`src/design/lbsh_pkg.sv`:
```
// ============================================================================
// Log-binned size histogram package
// Widths, limits, control types and the result record shared by the design.
// ============================================================================
package lbsh_pkg;

    localparam int SIZE_W       = 31;
    localparam int BASE_W       = 16;
    localparam int CNT_W        = 32;
    localparam int TOTAL_W      = 63;
    localparam int BOUND_W      = 48;
    localparam int BIN_IDX_W    = 5;
    localparam int LOG_W        = 5;
    localparam int NUM_BINS_DEF = 32;

    // Largest exact logarithm of a 31-bit size, reached with base two.
    localparam logic [LOG_W-1:0]     LOG_MAX    = LOG_W'(30);
    // Highest bin index that the readout may report.
    localparam int                   READ_CAP   = 31;
    localparam logic [BASE_W-1:0]    BASE_RESET = BASE_W'(10);
    localparam logic [BASE_W-1:0]    BASE_MIN   = BASE_W'(2);
    localparam logic [CNT_W-1:0]     CNT_MAX    = '1;
    localparam logic [TOTAL_W-1:0]   TOTAL_MAX  = '1;
    localparam logic [BOUND_W-1:0]   BOUND_MAX  = '1;

    typedef enum logic [2:0] {
        ST_IDLE,
        ST_LOG,
        ST_BIN_RD,
        ST_BIN_WR,
        ST_RO_LOG,
        ST_RO_RD,
        ST_RO_LOAD
    } lbsh_state_t;

    // Commands from the controller to the datapath.
    typedef struct packed {
        logic accept;       // capture an item, update statistics, start its log
        logic log_step;     // one multiply-and-compare step of the logarithm
        logic log_init_ro;  // start the logarithm of the largest size
        logic bin_rd;       // read the bin counter selected by the logarithm
        logic bin_wr;       // write back the incremented bin counter
        logic ro_init;      // latch the last bin index, restart at bin zero
        logic ro_rd;        // read the counter of the current readout bin
        logic ro_load;      // load one result into the output register
    } lbsh_cmd_t;

    // Status from the datapath to the controller.
    typedef struct packed {
        logic size_zero;
        logic end_flag;
        logic log_done;
        logic out_free;
        logic ro_last;
    } lbsh_status_t;

    typedef struct packed {
        logic [BIN_IDX_W-1:0] bin_index;
        logic [CNT_W-1:0]     bin_count;
        logic [BOUND_W-1:0]   bin_lower;
        logic [BOUND_W-1:0]   bin_upper;
        logic [CNT_W-1:0]     item_count;
        logic [TOTAL_W-1:0]   size_total;
        logic [SIZE_W-1:0]    max_size;
        logic [CNT_W-1:0]     ones_count;
        logic                 last_bin;
    } lbsh_result_t;

endpackage

```
`src/design/lbsh_in_if.sv`:
```
// ============================================================================
// Size input channel
// Valid/ready channel that carries one cluster size and its batch end mark.
// ============================================================================
interface lbsh_in_if import lbsh_pkg::*; ();

    logic              valid;
    logic              ready;
    logic [SIZE_W-1:0] cluster_size;
    logic              batch_end;

    modport source (output valid, output cluster_size, output batch_end, input ready);
    modport sink   (input valid, input cluster_size, input batch_end, output ready);

endinterface

```
`src/design/lbsh_out_if.sv`:
```
// ============================================================================
// Bin result channel
// Valid/ready channel that carries one histogram bin with the batch statistics.
// ============================================================================
interface lbsh_out_if import lbsh_pkg::*; ();

    logic                 valid;
    logic                 ready;
    logic [BIN_IDX_W-1:0] bin_index;
    logic [CNT_W-1:0]     bin_count;
    logic [BOUND_W-1:0]   bin_lower;
    logic [BOUND_W-1:0]   bin_upper;
    logic [CNT_W-1:0]     item_count;
    logic [TOTAL_W-1:0]   size_total;
    logic [SIZE_W-1:0]    max_size;
    logic [CNT_W-1:0]     ones_count;
    logic                 last_bin;

    modport source (
        output valid, output bin_index, output bin_count, output bin_lower,
        output bin_upper, output item_count, output size_total, output max_size,
        output ones_count, output last_bin, input ready
    );
    modport sink (
        input valid, input bin_index, input bin_count, input bin_lower,
        input bin_upper, input item_count, input size_total, input max_size,
        input ones_count, input last_bin, output ready
    );

endinterface

```
`src/design/lbsh_ctrl.sv`:
```
// ============================================================================
// Histogram controller
// Sequences item intake, the iterative logarithm, the bin update and readout.
// ============================================================================
module lbsh_ctrl import lbsh_pkg::*;
(
    input  logic         clk,
    input  logic         rst_n,
    input  logic         in_valid,
    output logic         in_ready,
    input  lbsh_status_t status,
    output lbsh_cmd_t    cmd
);

    lbsh_state_t state_reg;
    lbsh_state_t state_next;

    always_ff @(posedge clk or negedge rst_n)
    begin
        if (!rst_n)
        begin
            state_reg <= ST_IDLE;
        end
        else
        begin
            state_reg <= state_next;
        end
    end

    always_comb
    begin
        state_next = state_reg;
        unique case (state_reg)
            ST_IDLE:
            begin
                if (in_valid)
                begin
                    state_next = ST_LOG;
                end
            end
            ST_LOG:
            begin
                if (status.log_done)
                begin
                    if (!status.size_zero)
                    begin
                        state_next = ST_BIN_RD;
                    end
                    else if (status.end_flag)
                    begin
                        state_next = ST_RO_LOG;
                    end
                    else
                    begin
                        state_next = ST_IDLE;
                    end
                end
            end
            ST_BIN_RD:
            begin
                state_next = ST_BIN_WR;
            end
            ST_BIN_WR:
            begin
                state_next = status.end_flag ? ST_RO_LOG : ST_IDLE;
            end
            ST_RO_LOG:
            begin
                if (status.log_done)
                begin
                    state_next = ST_RO_RD;
                end
            end
            ST_RO_RD:
            begin
                state_next = ST_RO_LOAD;
            end
            ST_RO_LOAD:
            begin
                if (status.out_free)
                begin
                    state_next = status.ro_last ? ST_IDLE : ST_RO_RD;
                end
            end
            default:
            begin
                state_next = ST_IDLE;
            end
        endcase
    end

    always_comb
    begin
        cmd      = '0;
        in_ready = 1'b0;
        unique case (state_reg)
            ST_IDLE:
            begin
                in_ready   = 1'b1;
                cmd.accept = in_valid;
            end
            ST_LOG:
            begin
                cmd.log_step    = !status.log_done;
                cmd.log_init_ro = status.log_done && status.size_zero && status.end_flag;
            end
            ST_BIN_RD:
            begin
                cmd.bin_rd = 1'b1;
            end
            ST_BIN_WR:
            begin
                cmd.bin_wr      = 1'b1;
                cmd.log_init_ro = status.end_flag;
            end
            ST_RO_LOG:
            begin
                cmd.log_step = !status.log_done;
                cmd.ro_init  = status.log_done;
            end
            ST_RO_RD:
            begin
                cmd.ro_rd = 1'b1;
            end
            ST_RO_LOAD:
            begin
                cmd.ro_load = status.out_free;
            end
            default:
            begin
                cmd = '0;
            end
        endcase
    end

    // An accepted item always starts its logarithm in the following cycle.
    a_accept_to_log: assert property (@(posedge clk) disable iff (!rst_n)
        cmd.accept |=> state_reg == ST_LOG)
        else $error("accepted item did not enter the logarithm");

    // A counter write-back always follows the read of the same counter.
    a_wr_after_rd: assert property (@(posedge clk) disable iff (!rst_n)
        cmd.bin_wr |-> $past(cmd.bin_rd))
        else $error("bin write-back without a preceding read");

endmodule

```
`src/design/lbsh_dp.sv`:
```
// ============================================================================
// Histogram datapath
// Statistics registers, shared base multiplier, bin counter memory and the
// output register.
// ============================================================================
module lbsh_dp import lbsh_pkg::*;
#(
    parameter int NUM_BINS = NUM_BINS_DEF
)
(
    input  logic              clk,
    input  logic              rst_n,
    input  logic              cfg_wr_en,
    input  logic [BASE_W-1:0] cfg_wr_data,
    input  logic [SIZE_W-1:0] in_size,
    input  logic              in_end,
    input  lbsh_cmd_t         cmd,
    output lbsh_status_t      status,
    input  logic              out_ready,
    output logic              out_valid,
    output lbsh_result_t      result
);

    localparam int IDX_W    = $clog2(NUM_BINS);
    localparam int LAST_CAP = (NUM_BINS - 1 < READ_CAP) ? NUM_BINS - 1 : READ_CAP;

    function automatic logic [CNT_W-1:0] sat_inc(input logic [CNT_W-1:0] x);
        return (x == CNT_MAX) ? x : x + CNT_W'(1);
    endfunction

    logic [BASE_W-1:0]  base_reg;
    logic [BASE_W-1:0]  base_eff;

    logic [CNT_W-1:0]   items_reg;
    logic [TOTAL_W-1:0] total_reg;
    logic [SIZE_W-1:0]  largest_reg;
    logic [CNT_W-1:0]   ones_reg;
    logic               end_reg;

    logic [SIZE_W-1:0]  v_reg;
    logic [BOUND_W-1:0] p_reg;
    logic [LOG_W-1:0]   k_reg;
    logic [63:0]        prod;
    logic [BOUND_W-1:0] prod_sat;
    logic [TOTAL_W:0]   sum;

    logic [IDX_W-1:0]   bin_idx;
    logic [IDX_W-1:0]   rd_addr;
    logic [IDX_W-1:0]   i_reg;
    logic [IDX_W-1:0]   last_reg;
    logic [IDX_W-1:0]   last_next;

    logic [CNT_W-1:0]   mem [NUM_BINS];
    logic [CNT_W-1:0]   rdata_reg;
    logic               rd_valid_reg;
    logic [NUM_BINS-1:0] bin_valid_reg;
    logic [CNT_W-1:0]   cur_count;

    logic               out_valid_reg;
    lbsh_result_t       result_reg;
    logic               batch_clear;

    assign base_eff = (base_reg < BASE_MIN) ? BASE_MIN : base_reg;

    // Shared multiplier: next power during the logarithm and the readout.
    assign prod     = p_reg * base_eff;
    assign prod_sat = (prod > 64'(BOUND_MAX)) ? BOUND_MAX : prod[BOUND_W-1:0];

    assign sum = {1'b0, total_reg} + (TOTAL_W+1)'(in_size);

    assign bin_idx   = (int'(k_reg) > NUM_BINS - 1) ? IDX_W'(NUM_BINS - 1) : IDX_W'(k_reg);
    assign last_next = (int'(k_reg) > LAST_CAP) ? IDX_W'(LAST_CAP) : IDX_W'(k_reg);
    assign rd_addr   = cmd.bin_rd ? bin_idx : i_reg;
    assign cur_count = rd_valid_reg ? rdata_reg : '0;

    assign batch_clear = cmd.ro_load && status.ro_last;

    assign status.size_zero = (v_reg == '0);
    assign status.end_flag  = end_reg;
    assign status.log_done  = p_reg > BOUND_W'(v_reg);
    assign status.out_free  = !out_valid_reg || out_ready;
    assign status.ro_last   = (i_reg == last_reg);

    assign out_valid = out_valid_reg;
    assign result    = result_reg;

    always_ff @(posedge clk or negedge rst_n)
    begin
        if (!rst_n)
        begin
            base_reg <= BASE_RESET;
        end
        else if (cfg_wr_en)
        begin
            base_reg <= cfg_wr_data;
        end
    end

    // Batch statistics are updated when the item is taken.
    always_ff @(posedge clk or negedge rst_n)
    begin
        if (!rst_n)
        begin
            items_reg   <= '0;
            total_reg   <= '0;
            largest_reg <= '0;
            ones_reg    <= '0;
            end_reg     <= 1'b0;
        end
        else if (cmd.accept)
        begin
            items_reg <= sat_inc(items_reg);
            total_reg <= sum[TOTAL_W] ? TOTAL_MAX : sum[TOTAL_W-1:0];
            if (in_size > largest_reg)
            begin
                largest_reg <= in_size;
            end
            if (in_size == SIZE_W'(1))
            begin
                ones_reg <= sat_inc(ones_reg);
            end
            end_reg <= in_end;
        end
        else if (batch_clear)
        begin
            items_reg   <= '0;
            total_reg   <= '0;
            largest_reg <= '0;
            ones_reg    <= '0;
        end
    end

    always_ff @(posedge clk)
    begin
        if (cmd.accept)
        begin
            v_reg <= in_size;
        end
        else if (cmd.log_init_ro)
        begin
            v_reg <= largest_reg;
        end
    end

    always_ff @(posedge clk or negedge rst_n)
    begin
        if (!rst_n)
        begin
            p_reg    <= '0;
            k_reg    <= '0;
            i_reg    <= '0;
            last_reg <= '0;
        end
        else
        begin
            priority if (cmd.accept || cmd.log_init_ro)
            begin
                p_reg <= BOUND_W'(base_eff);
                k_reg <= '0;
            end
            else if (cmd.log_step)
            begin
                p_reg <= prod_sat;
                k_reg <= k_reg + LOG_W'(1);
            end
            else if (cmd.ro_init)
            begin
                p_reg    <= BOUND_W'(1);
                i_reg    <= '0;
                last_reg <= last_next;
            end
            else if (cmd.ro_load)
            begin
                p_reg <= prod_sat;
                i_reg <= i_reg + IDX_W'(1);
            end
        end
    end

    always_ff @(posedge clk)
    begin
        if (cmd.bin_wr)
        begin
            mem[bin_idx] <= sat_inc(cur_count);
        end
        if (cmd.bin_rd || cmd.ro_rd)
        begin
            rdata_reg    <= mem[rd_addr];
            rd_valid_reg <= bin_valid_reg[rd_addr];
        end
    end

    // A counter that is not valid reads as zero; the batch end clears all.
    always_ff @(posedge clk or negedge rst_n)
    begin
        if (!rst_n)
        begin
            bin_valid_reg <= '0;
        end
        else if (batch_clear)
        begin
            bin_valid_reg <= '0;
        end
        else if (cmd.bin_wr)
        begin
            bin_valid_reg[bin_idx] <= 1'b1;
        end
    end

    always_ff @(posedge clk or negedge rst_n)
    begin
        if (!rst_n)
        begin
            out_valid_reg <= 1'b0;
        end
        else if (cmd.ro_load)
        begin
            out_valid_reg <= 1'b1;
        end
        else if (out_ready)
        begin
            out_valid_reg <= 1'b0;
        end
    end

    always_ff @(posedge clk)
    begin
        if (cmd.ro_load)
        begin
            result_reg.bin_index  <= BIN_IDX_W'(i_reg);
            result_reg.bin_count  <= cur_count;
            result_reg.bin_lower  <= p_reg;
            result_reg.bin_upper  <= prod_sat;
            result_reg.item_count <= items_reg;
            result_reg.size_total <= total_reg;
            result_reg.max_size   <= largest_reg;
            result_reg.ones_count <= ones_reg;
            result_reg.last_bin   <= status.ro_last;
        end
    end

    // The logarithm of a 31-bit size never runs past its largest value.
    a_log_bound: assert property (@(posedge clk) disable iff (!rst_n)
        k_reg <= LOG_MAX)
        else $error("logarithm step count out of range");

    // The readout index never passes the latched last bin.
    a_ro_index: assert property (@(posedge clk) disable iff (!rst_n)
        cmd.ro_load |-> i_reg <= last_reg)
        else $error("readout past the last bin");

    // Loading the final bin leaves the batch state empty.
    a_batch_cleared: assert property (@(posedge clk) disable iff (!rst_n)
        batch_clear |=> (bin_valid_reg == '0 && items_reg == '0 && largest_reg == '0))
        else $error("batch state not cleared after readout");

endmodule

```
`src/design/log_binned_size_histogram_top.sv`:
```
// ============================================================================
// Log-binned size histogram
// Counts a batch of sizes into bins of an integer logarithm and reports them.
// ============================================================================
// Usage:
// Sizes enter one per transfer on in_ch; a transfer with batch_end set closes
// the batch. Each size updates the item count, total, largest size and count
// of ones, and every nonzero size adds one to bin floor(log_base(size)).
// On the closing transfer the block sends bins 0 up to
// floor(log_base(largest)) on out_ch, one transfer per bin, the last one
// marked by last_bin, and then starts a fresh batch.
// One item at a time is handled. Each item gets its exact logarithm, found
// by repeated multiplication by the base in one shared 48 x 16 multiplier,
// then a read and write-back of its bin counter (a zero size skips that
// update). A closing item then adds the logarithm of the largest size and
// the readout of each reported bin in turn, which waits while the output
// register is full and out_ch is not ready.
// The result sits in an output register; when the receiver stalls, the
// readout waits on it, while the input side is free again once the final bin
// has been loaded. log_base must be written through cfg_wr_en/cfg_wr_data only
// while idle; the block does not enforce this. Values below two act as two.
// Reset sets log_base to 10 and empties the histogram.
// ============================================================================
module log_binned_size_histogram_top import lbsh_pkg::*;
#(
    parameter int NUM_BINS = NUM_BINS_DEF
)
(
    input  logic              clk,
    input  logic              rst_n,
    input  logic              cfg_wr_en,
    input  logic [BASE_W-1:0] cfg_wr_data,
    lbsh_in_if.sink           in_ch,
    lbsh_out_if.source        out_ch
);

    lbsh_cmd_t    cmd;
    lbsh_status_t status;
    lbsh_result_t result;
    logic         in_ready;
    logic         out_valid;

    // The controller owns the handshake on the input side.
    lbsh_ctrl u_ctrl (
        .clk      (clk),
        .rst_n    (rst_n),
        .in_valid (in_ch.valid),
        .in_ready (in_ready),
        .status   (status),
        .cmd      (cmd)
    );

    // The datapath owns the statistics, the bin memory and the output register.
    lbsh_dp #(
        .NUM_BINS (NUM_BINS)
    ) u_dp (
        .clk         (clk),
        .rst_n       (rst_n),
        .cfg_wr_en   (cfg_wr_en),
        .cfg_wr_data (cfg_wr_data),
        .in_size     (in_ch.cluster_size),
        .in_end      (in_ch.batch_end),
        .cmd         (cmd),
        .status      (status),
        .out_ready   (out_ch.ready),
        .out_valid   (out_valid),
        .result      (result)
    );

    assign in_ch.ready       = in_ready;
    assign out_ch.valid      = out_valid;
    assign out_ch.bin_index  = result.bin_index;
    assign out_ch.bin_count  = result.bin_count;
    assign out_ch.bin_lower  = result.bin_lower;
    assign out_ch.bin_upper  = result.bin_upper;
    assign out_ch.item_count = result.item_count;
    assign out_ch.size_total = result.size_total;
    assign out_ch.max_size   = result.max_size;
    assign out_ch.ones_count = result.ones_count;
    assign out_ch.last_bin   = result.last_bin;

endmodule

```
`src/flat_wrapper.sv`:
```
// flat-port wrapper written by rule: the top's interface ports become plain ports
module log_binned_size_histogram_top_flat import lbsh_pkg::*;
#(
    parameter int NUM_BINS = NUM_BINS_DEF
)
  (clk, rst_n, cfg_wr_en, cfg_wr_data, in_ch_valid, in_ch_cluster_size, in_ch_batch_end, in_ch_ready, out_ch_valid, out_ch_bin_index, out_ch_bin_count, out_ch_bin_lower, out_ch_bin_upper, out_ch_item_count, out_ch_size_total, out_ch_max_size, out_ch_ones_count, out_ch_last_bin, out_ch_ready);
  lbsh_in_if in_ch_i ();
  lbsh_out_if out_ch_i ();
  input  logic clk;
  input  logic rst_n;
  input  logic cfg_wr_en;
  input  logic [BASE_W-1:0] cfg_wr_data;
  input wire logic [$bits(in_ch_i.valid)-1:0] in_ch_valid;
  input wire logic [$bits(in_ch_i.cluster_size)-1:0] in_ch_cluster_size;
  input wire logic [$bits(in_ch_i.batch_end)-1:0] in_ch_batch_end;
  output wire logic [$bits(in_ch_i.ready)-1:0] in_ch_ready;
  output wire logic [$bits(out_ch_i.valid)-1:0] out_ch_valid;
  output wire logic [$bits(out_ch_i.bin_index)-1:0] out_ch_bin_index;
  output wire logic [$bits(out_ch_i.bin_count)-1:0] out_ch_bin_count;
  output wire logic [$bits(out_ch_i.bin_lower)-1:0] out_ch_bin_lower;
  output wire logic [$bits(out_ch_i.bin_upper)-1:0] out_ch_bin_upper;
  output wire logic [$bits(out_ch_i.item_count)-1:0] out_ch_item_count;
  output wire logic [$bits(out_ch_i.size_total)-1:0] out_ch_size_total;
  output wire logic [$bits(out_ch_i.max_size)-1:0] out_ch_max_size;
  output wire logic [$bits(out_ch_i.ones_count)-1:0] out_ch_ones_count;
  output wire logic [$bits(out_ch_i.last_bin)-1:0] out_ch_last_bin;
  input wire logic [$bits(out_ch_i.ready)-1:0] out_ch_ready;
  assign in_ch_i.valid = in_ch_valid;
  assign in_ch_i.cluster_size = in_ch_cluster_size;
  assign in_ch_i.batch_end = in_ch_batch_end;
  assign in_ch_ready = in_ch_i.ready;
  assign out_ch_valid = out_ch_i.valid;
  assign out_ch_bin_index = out_ch_i.bin_index;
  assign out_ch_bin_count = out_ch_i.bin_count;
  assign out_ch_bin_lower = out_ch_i.bin_lower;
  assign out_ch_bin_upper = out_ch_i.bin_upper;
  assign out_ch_item_count = out_ch_i.item_count;
  assign out_ch_size_total = out_ch_i.size_total;
  assign out_ch_max_size = out_ch_i.max_size;
  assign out_ch_ones_count = out_ch_i.ones_count;
  assign out_ch_last_bin = out_ch_i.last_bin;
  assign out_ch_i.ready = out_ch_ready;
  log_binned_size_histogram_top #(.NUM_BINS(NUM_BINS)) u_core (.clk(clk), .rst_n(rst_n), .cfg_wr_en(cfg_wr_en), .cfg_wr_data(cfg_wr_data), .in_ch(in_ch_i), .out_ch(out_ch_i));
endmodule
```
`config.mk`:
```
export PLATFORM = sky130hd
export DESIGN_NAME = log_binned_size_histogram_top_flat
export DESIGN_NICKNAME = d
export VERILOG_FILES = /design/src/design/lbsh_pkg.sv /design/src/design/lbsh_in_if.sv /design/src/design/lbsh_out_if.sv /design/src/design/lbsh_ctrl.sv /design/src/design/lbsh_dp.sv /design/src/design/log_binned_size_histogram_top.sv /design/src/flat_wrapper.sv
export SDC_FILE = /design/constraint.sdc
export NUM_CORES = 2
export LEC_CHECK = 0
export BUFFER_PORTS_ARGS = -buffer_cell sky130_fd_sc_hd__buf_2
export CELL_PAD_IN_SITES_DETAIL_PLACEMENT = 0
export CELL_PAD_IN_SITES_GLOBAL_PLACEMENT = 1
export CORE_UTILIZATION = 30
export DETAILED_ROUTE_END_ITERATION = 12
export PLACE_DENSITY_LB_ADDON = 0.1
export SLEW_MARGIN = 25
export SYNTH_ARGS = -nofsm -noshare
export SYNTH_HDL_FRONTEND = slang
export SYNTH_SLANG_ARGS = --single-unit
```
`constraint.sdc`:
```
create_clock -name clk -period 9.65 [get_ports clk]
set_clock_uncertainty 0.1 [all_clocks]
set_input_delay 2.4125 -clock clk [delete_from_list [all_inputs] [get_ports clk]]
set_output_delay 2.4125 -clock clk [all_outputs]
set_load 0.005 [all_outputs]
```
Yosys cells after proc, flatten, opt, wreduce, memory -nomap -nowiden:

Memories as Yosys holds them, arrays and structs flattened. A register that Yosys moved wholly into a read port is not among the register bits.
Cells that the tools add are included.
W data, S select, Z words.

* register bits after elaboration: 598
* bits in writable memories: 1024
* bits of input ports: 53
* output and inout bits: 294
* word-level logic and storage cells: 140
* memories: 1

* add/subtract/negate cells: 6
* multipliers: 1
* magnitude comparators: 7
* eq/ne operators: 19
* muxes and demuxes: 54
* bitwise logic cells: 3
* reductions and logical operators: 25

Memory list
* u_core.u_dp.mem: depth 32, width 32, rd ports 1, clocked after memory_dff 1, write ports 1, RTL line lbsh_dp.sv:53 `logic [CNT_W-1:0] mem [NUM_BINS];`

Operators with widths (number)
* $mux W32: 10
* $mux W48: 5
* $mux W63: 3
* $mux W31: 5
* $add A32 B1 Y32 const B: 3
* $eq A32 B32 Y1 const B: 3
* $add A63 B31 Y64: 1
* $gt A64 B48 Y1 const B: 1
* $mul A48 B16 Y64: 1
* $gt A48 B31 Y1: 1
* $or A32 B32 Y32: 1
* $eq A31 B1 Y1 const B: 1
* $gt A31 B31 Y1: 1
* $logic_not A31 Y1: 1
* $mux W5: 5
* $mux W3: 7
* $pmux W3 S7: 1
* $lt A16 B2 Y1 const B: 1
* $mux W16: 1
* $mux W1: 14
* $lt A5 B6 Y1 const B: 2
* $ne A2 B2 Y1 const B: 6
* $reduce_bool A2 Y1: 6
* $add A5 B1 Y5 const B: 2
* 19 further kinds: 33

Longest topological paths before layout:

* word-level depth: 9
* gate-level depth with buffers: 32
* depth with buffers taken out: 26

Modules after synthesis:

Synthesis repeated with hierarchy kept, for this count alone.

* cells, all modules: 7085
* area, all modules: 91529.0 µm²

By module, submodules not included
* lbsh_dp: times used 1, cells each 7045, area an instance 91225.0 µm², sequential area each 48223.8 µm²
* lbsh_ctrl: times used 1, cells each 40, area an instance 304.0 µm², sequential area each 75.1 µm²

Least setup slack after synthesis:

Ideal clock, no wire load.

* path type: input port to flip-flop
* start point: input out_ch_ready
* end point: register u_core.u_dp.ones_reg[19]
* arrival time: 11079 ps
* data required time: 9418 ps
* setup slack: -1661 ps
* cell stages on the path: 10
* path buffers: 1
* cell sequence: nand2b_1 -> nand3_1 -> clkinv_1 -> nand2_1 -> and2_0 -> or3_1 -> clkbuf_1 -> nor3_1 -> xnor2_1 -> nor2_1

RTL lines
* from (decl): RTL line flat_wrapper.sv:27 `input wire logic [$bits(out_ch_i.ready)-1:0] out_ch_ready;`
* to (signal assigned): RTL line lbsh_dp.sv:120 `ones_reg <= sat_inc(ones_reg);`
* to (decl): RTL line lbsh_dp.sv:37 `logic [CNT_W-1:0] ones_reg;`

Final worst setup path:

* start point: register u_core.u_dp.base_reg[8]
* end point: register, netlist name u_core.u_dp.result[177]

* cells in the longest elaborated chain, start to end: 5

Ends and longest elaborated chain
* from (decl): RTL line lbsh_dp.sv:31 `logic [BASE_W-1:0] base_reg;`
* from (signal assigned): RTL line lbsh_dp.sv:95 `base_reg <= cfg_wr_data;`
* $lt A16 B2 Y1: RTL line lbsh_dp.sv:63 `assign base_eff = (base_reg < BASE_MIN) ? BASE_MIN : base_reg;`
* $mux W16 (*): RTL line lbsh_dp.sv:63
* $mul A48 B16 Y64 (*): RTL line lbsh_dp.sv:66 `assign prod = p_reg * base_eff;`
* $gt A64 B48 Y1: RTL line lbsh_dp.sv:67 `assign prod_sat = (prod > 64'(BOUND_MAX)) ? BOUND_MAX : prod[BOUND_W-1:0];`
* $mux W48 (*): RTL line lbsh_dp.sv:67
* named net u_core.u_dp.prod_sat[18]: RTL line lbsh_dp.sv:44 `logic [BOUND_W-1:0] prod_sat;`

The timed path passes the listed nets; every way through them passes the cells marked *.
A chain may end at the register's enable or synchronous reset.

==> run metrics <==
fin cells 12700; GP Congestion 0.878; grt ovf 0; Pre-antenna DRT Iters 6; number of global-route vias before repair 66700; total CTS buffers around 200; initial antenna violation count 7; clk_lat worst skew between 800 and 900 ps; Worst Tran Pin Value 1150 ps; GRT Total Usage 0.207; Std-Cell Rows between 200 and 250; CP max stage delay 780 ps; top cell type's share of synthesized area 0.441; Detailed Route Iter0 Violations 4403; final number of hold-violating endpoints 0; CP Launch Type flop; most frequent cells in the layout edfxtp_1, nand2_1, inv_1, fa_1, and2_1; Worst setup EP type flop; Main synth FF type edfxtp_1; HPWL Detailed 206000 um; Yosys Warn Count 0; Max clock buf depth 4; leading area contributor after synthesis edfxtp_1; DP Worst Slack 234 ps; Post-Place Cell Area 101000 sq um; vias per inst 5.06; I/O Pins around 350; share of cells above drive strength 1 0.116; endpoints failing setup 0; die width 562 um; post-synthesis instance area about 94000 sq um; Final ANT Viol Nets 0; number of library cell types mapped by synthesis 90; first-pass GRT wire length 480000 um; Post-Syn Nets between 9000 and 10000; # DRC 0; RSZ-0062 raised after global routing false; Crit Path Class flop to flop; initial core utilization 0.301; Setup WS post-layout 349 ps; Worst path most repeated cell fa_1; Layout area overhead 14.4%; pin count of the biggest net entering global routing 162; max FFs per register approximately 1000; Die H 562 um; clock tree from TritonCTS yes; Seq cells post-synth around 1700; maxcap violations 0; commonest non-fill, non-tap cell in the layout edfxtp_1; Hold WC Path Type flop to flop; synthesized area per cell about 11 sq um; Area contributors post-synth edfxtp_1, fa_1, dfrtp_1, nand2_1, and2_1; Post-synth ARST share 0.166; sequential share of the synthesized area 0.514; Core Box Area 312000 sq um; CP max FO 48; Total Wirelength 329000 um; Post-synth EDFFs 1380; Root Buffer Master clkbuf_16; TritonCTS sink count roughly 1700; # port buffers approximately 350; CP max-delay cell nor3_1; Crit path arrival time 9710 ps; FMAX 0.108 GHz; Routed wire per std cell 25.8 um; Mapped Cells 8224; min cycle time layout between 9000 and 10000 ps; post-route setup TNS 0 ps; Die ar. 316000 sq um; post-route cell area 108000 sq um; placed cell count around 12000; H-tree depth 4; fin crit share 0.964; Worst Path Required around 10000 ps; final slew viol count 0; Slew headroom 0.225; outcome completed; Post-layout nets 9349; via count 64300; Worst-path clk slew approximately 60 ps
==> final cells by class <==
type,count,area [sq um]
multi-input cells,5220,41300
clock buffers,241,5250
repair buffers,539,3400
inverters,804,3030
clock inverters,113,1100
fillers,31200,204000
diodes,9,22.5
flip-flops and latches,1654,48300
well taps,4140,5180
==> critical path, delay by kind of cell, from the launching register on <==
| kind | cells | cell delay (ps) |
|---|---|---|
| simple gates | 8 | 2280 |
| flops | 1 | 390 |
| fa+ha+maj | 7 | 3510 |
| xor+xnor | 1 | 190 |
| compound gates | 5 | 1540 |
| buf+inv | 5 | 920 |
==> cells by family (layout without fill, tap and decap cells) <==
logic type / count (synthesis) / count (layout) / synth area share
AO/OA/AOI/OAI: 1564 / 1564 / 0.114
AND/OR/NAND/NOR: 2586 / 2586 / 0.131
flip-flops: 1654 / 1654 / 0.514
XOR/XNOR: 154 / 154 / 0.0143
multiplexers: 36 / 36 / 0.00416
other: 0 / 9 / 0
buffers and inverters: 1350 / 1697 / 0.0546
adder cells (fa/ha/maj): 880 / 880 / 0.168
==> timing repair <==
item,CTS,global route
setup endpoints to repair,0,48
setup buffers,0,0
hold buffers,0,0
resized for setup,0,3
==> cells in the mapped netlist (32+ instances only) <==
library cell / number
a21oi_1: 309
a21o_1: 90
nor4_1: 33
o21ai_0: 170
nor3_1: 47
o2111ai_1: 33
a221oi_1: 32
xor2_1: 77
a311oi_1: 145
edfxtp_1: 1380
o211ai_1: 52
xnor2_1: 77
fa_1: 643
inv_1: 802
nor2_1: 271
o21bai_1: 33
nand3_1: 127
a211oi_1: 377
clkbuf_1: 497
nand2_1: 1273
dfrtp_1: 272
and2_1: 566
a31oi_1: 182
and3_1: 49
ha_1: 237
nand4_1: 89
==> metal layers <==
metal / track usage / routed length (um) / up-vias
met5: 0.00120 / 48 / -
met4: 0.0541 / 8920 / 2
met3: 0.0231 / 12000 / 378
met2: 0.362 / 165000 / 1231
met1: 0.271 / 143000 / 33600
li1: - / - / 29100
==> through the flow <==
step           hold WS (ps)  utilization
5_1_grt                 359        0.345
3_5_place_dp            334        0.325
3_3_place_gp            335        0.324
4_1_cts                 348        0.345
6_report                354        0.345
2_1_floorplan           323            -
==> final timing paths <==
path / cells after the start / to / slack [ps] / start
hold / removal: 0 / u_core.u_dp.result[63] / 350 / u_core.u_dp.largest_reg[30]
setup / recovery: 26 / u_core.u_dp.result[177] / 350 / u_core.u_dp.base_reg[8]
min in group asynchronous: 1 / u_core.u_dp.items_reg[0] / 1460 / rst_n
max in group asynchronous: 2 / u_core.u_dp.largest_reg[14] / 6440 / rst_n
setup reg to reg: 26 / u_core.u_dp.result[177] / 350 / u_core.u_dp.base_reg[8]
hold reg to reg: 0 / u_core.u_dp.result[63] / 350 / u_core.u_dp.largest_reg[30]
Power is left out: the tool's default activity adds up to more than one toggle a clock period on the data nets, which glitch-free logic cannot reach.
